**config.mk**
```make
export PLATFORM = sky130hd
export DESIGN_NAME = df3d_ram
export DESIGN_NICKNAME = d
export VERILOG_FILES = /design/src/sv/df3d_ram.sv
export SDC_FILE = /design/constraint.sdc
export NUM_CORES = 2
export LEC_CHECK = 0
export BUFFER_PORTS_ARGS = -buffer_cell sky130_fd_sc_hd__buf_2
export CAP_MARGIN = 0
export CELL_PAD_IN_SITES_DETAIL_PLACEMENT = 1
export CELL_PAD_IN_SITES_GLOBAL_PLACEMENT = 1
export CORE_ASPECT_RATIO = 0.9
export CORE_UTILIZATION = 60
export CTS_CLUSTER_SIZE = 14
export DETAILED_ROUTE_END_ITERATION = 7
export GPL_TIMING_DRIVEN = 0
export HOLD_SLACK_MARGIN = 0.1
export PLACE_DENSITY = 0.81
export SLEW_MARGIN = 0
export SYNTH_ARGS = -nofsm -noshare
export SYNTH_HDL_FRONTEND = slang
export SYNTH_SLANG_ARGS = --single-unit
```
**constraint.sdc**
```tcl
create_clock -name clk -period 4.35 [get_ports clk]
set_input_delay 0.2175 -clock clk [delete_from_list [all_inputs] [get_ports clk]]
set_output_delay 0.2175 -clock clk [all_outputs]
set_load 0.05 [all_outputs]
```
**src/sv/df3d_ram.sv**
```systemverilog
// Generic single-clock RAM with one write port and one registered read port.
// Read during a write to the same address returns the old data.
// No dependencies.
`default_nettype none

module df3d_ram #(
    parameter int WIDTH = 8,
    parameter int DEPTH = 256
) (
    input  wire logic                     clk,
    input  wire logic                     we,
    input  wire logic [$clog2(DEPTH)-1:0] waddr,
    input  wire logic [WIDTH-1:0]         wdata,
    input  wire logic [$clog2(DEPTH)-1:0] raddr,
    output logic      [WIDTH-1:0]         rdata
);

    logic [WIDTH-1:0] mem [DEPTH];

    always_ff @(posedge clk)
    begin
        if (we)
        begin
            mem[waddr] <= wdata;
        end
        rdata <= mem[raddr];
    end

endmodule

`default_nettype wire

```
==> summary.md <==
| Metric | Value |
|---|---|
| Gr ovfl total | `0` |
| Synth Area in Adders | `0%` |
| CP endpoint kind | `flip-flop` |
| Clk pin slew, worst setup/hold paths | `0.07 ns` |
| First-pass GRT wire length | `358 mm` |
| Status | `finished with violations` |
| Pwr Total | `40.9 mW` |
| Hold Fails Final Rpt | `0` |
| Gate Count Post-Synth | `3733` |
| Slew headroom | `-12.7%` |
| Slowest stage delay, CP | `1.11 ns` |
| Number of synthesized flops with an enable pin | `2048` |
| DR vias | `44600` |
| Synth Area per Inst | `21.3 µm²` |
| Syn nets | `3759` |
| Largest net degree at the start of global routing | `153` |
| Fmax | `230 MHz` |
| Min-delay worst type | `in2reg` |
| Switch share | `22.9%` |
| Worst slew pin tran | `1.69 ns` |
| Gpl congestion | `0.973` |
| Row count | `126` |
| PwrDens | `463 mW/mm²` |
| Crit share post-route | `100%` |
| Number of synthesized register bits | `2056` |
| DRT iter0 DRCs | `8361` |
| Maxcap violations | `10` |
| Final setup fails | `1` |
| Post_cts resized | `0` |
| Detailed Routing Iterations Pass 1 | `8` |
| Post-synthesis sequential area ratio | `77.5%` |
| Final WS setup | `-0.00240 ns` |
| Slowest cell on crit path | `clkbuf_1` |
| Unique masters post-synth | `55` |
| Clock Tree Buf Depth | `3` |
| Failing checks | `max-capacitance violations, max-slew violations, negative setup slack` |
| YS warnings | `0` |
| Largest family of logic cells by synthesized area | `multiplexers` |
| Initial Util | `60.6%` |
| Int Power | `31.6 mW` |
| CTS tree | `built` |
| Buffer and inverter count on the worst path | `3` |
| Simple-gate share of the synthesized area | `2.63%` |
| Crit path max fanout | `10` |
| H-tree depth | `4` |
| Clock buffer count from CTS | `193` |
| Crit path max-delay family | `buffers and inverters` |
| Flop pwr share | `53.4%` |
| Setup Skew | `0.0445 ns` |
| Final wirelength | `263 mm` |
| Wire per inst | `44.8 µm` |
| Synth Area in Compound Gates | `3.42%` |
| Initial antenna violation count | `26` |
| Crit-path cells | `buf_2, clkbuf_1, clkbuf_1, a21oi_1, a21oi_1, nor4_1, nor4_1` |
| LEAKAGE | `27.2 nW` |
| FFs w/ async S/R, synth | `0%` |
| Worst path required time | `5.00 ns` |
| CP Launch Type | `input pin` |
| Width of the chip | `386 µm` |
| Top FF cell, synth | `edfxtp_1` |
| Clock power share | `40.6%` |
| Die ar. | `0.134 mm²` |
| Min Tclk post-route | `4.35 ns` |
| Die span in y | `347 µm` |
| # clock sinks | `2056` |
| Gate power share | `6.0%` |
| Post-DP HPWL | `167 mm` |
| Util after Layout | `67.3%` |
| Total Routing Usage GR | `39.9%` |
| IO Port Bufs | `26` |
| Latest clock arrival within the worst-skew pair | `0.87 ns` |
| Drc violations | `0` |
| Unrepaired setup endpoints after global routing | `no` |
| Peak supply drop | `0.000414 V` |
| Max-slew violations | `90` |
| Crit path kind | `in2reg` |
| IO Count | `34` |
| Post-synthesis mux area share | `14.6%` |
| Final ANT Viol Nets | `0` |
| Area grow syn2layout | `11.1%` |
| Sw power | `9.35 mW` |
| Synthesized area | `0.0796 mm²` |
| Vias per inst | `7.60` |
| Layout cells sized above 1 | `21.5%` |
| Core Area | `0.131 mm²` |
| Final Net Count | `4001` |
| Root Buffer Master | `clkbuf_16` |
| Vias in the first global route | `44600` |
| Critical Path AT | `5.01 ns` |
| Post-synthesis xor/xnor area fraction | `0%` |
-- placed cells by master (no fill, tap or decap), types with 20 or more instances in the layout --
cell type  count
a22oi_1      133
clkbuf_16    197
a21oi_1       96
nor3_1        22
clkbuf_2      20
buf_4         28
clkinv_2      33
clkinv_1      51
clkbuf_1     136
o221ai_1      46
nor2_1       282
nand2_1       33
edfxtp_1    2048
o22ai_1       28
nor4_1        20
buf_6         21
buf_8         22
buf_1         21
nand3_1       34
mux2i_1      134
mux4_2       454
buf_2         51
nor2b_1       31
-- power by group through the flow --
stage | clock [mW] | combinational [mW] | sequential, mW
2_1_floorplan | 0 | 1.06 | 22.3
3_3_place_gp | 0 | 2.19 | 22.3
3_5_place_dp | 0 | 2.32 | 22.3
4_1_cts | 16.5 | 2.35 | 21.9
5_1_grt | 17.1 | 2.45 | 21.9
6_report | 16.6 | 2.47 | 21.9
-- flip-flops by register name, indices dropped and copies added (netlist names) --
name / flops
mem: 2048
rdata: 8
-- routing by layer --
layer  vias to the layer above  GRT usage (%)  wire length, µm
met5                         -          0.182              336
met4                        24           24.0            18800
met3                       969           14.5            40000
met2                      4429           57.6           117000
met1                     23000           52.3            87200
li1                      16200              -                -
-- cells in the mapped netlist (22+ instances only) --
cell type	n	share of area, %
mux2i_1	134	1.7
a21oi_1	96	0.60
edfxtp_1	2048	77
nor2b_1	31	0.24
nor3_1	22	0.14
nand3_1	34	0.21
buf_1	22	0.10
nand2_1	33	0.16
o22ai_1	28	0.22
o221ai_1	46	0.51
clkbuf_1	111	0.52
buf_2	31	0.20
nor2_1	282	1.3
mux4_2	454	13
nor4_1	24	0.19
a22oi_1	133	1.3
buf_4	27	0.25
-- logic make-up after synthesis --
logic type | after synthesis
AND/OR/NAND/NOR | 466
AO/OA/AOI/OAI | 385
multiplexers | 591
flip-flops | 2056
buffers and inverters | 235
-- what timing repair did --
item / 4_1_cts / 5_1_grt
buffers inserted: 0 / 0
endpoints found under the hold margin: 916 / 0
hold buffers: 8 / 0
-- worst min-delay path: cells and delay by family --
| kind | cells | cell delay, ns |
|---|---|---|
| buffers and inverters | 1 | 0.16 |
| AND/OR/NAND/NOR | 2 | 0.56 |
-- final cells by class --
cell class / count / area [µm²]
sequential: 2056 / 61700
fill: 10200 / 43000
multi-input combinational: 1442 / 16500
clock buffer: 242 / 5110
tap: 1728 / 2160
buffer: 233 / 1470
clock inverter: 110 / 900
timing repair buffer: 47 / 551
antenna: 11 / 27.5
inverter: 2 / 7.51
-- worst paths after layout --
path                    startpoint               endpoint  slack, ns  cells past startpoint
max                       raddr[3]       rdata[1]$_DFF_P_     -0.002                      7
min                       waddr[6]  mem[196][5]$_DFFE_PP_       0.36                      3
max reg2reg   mem[83][5]$_DFFE_PP_       rdata[5]$_DFF_P_       0.53                      6
min reg2reg  mem[226][6]$_DFFE_PP_       rdata[6]$_DFF_P_       1.46                      5
-- through the flow --
| stage | cells | setup slack, ns | TNS (ns) | hold WS, ns | instance area, µm² |
|---|---|---|---|---|---|
| final | 5871 | -0.00240 | -0.00240 | 0.361 | 88400 |
| after CTS | 5857 | 0.357 | 0 | 0.268 | 88300 |
| after global routing | 5861 | 0.376 | 0 | 0.365 | 88300 |
| after detailed placement | 5497 | -0.542 | -2.77 | 0.696 | 82200 |
| after floorplan | 3733 | 2.19 | 0 | 0.316 | 79600 |
| after global placement | 5487 | -0.835 | -127.96 | 0.686 | 81800 |
Power figures use the tool's default switching activity.
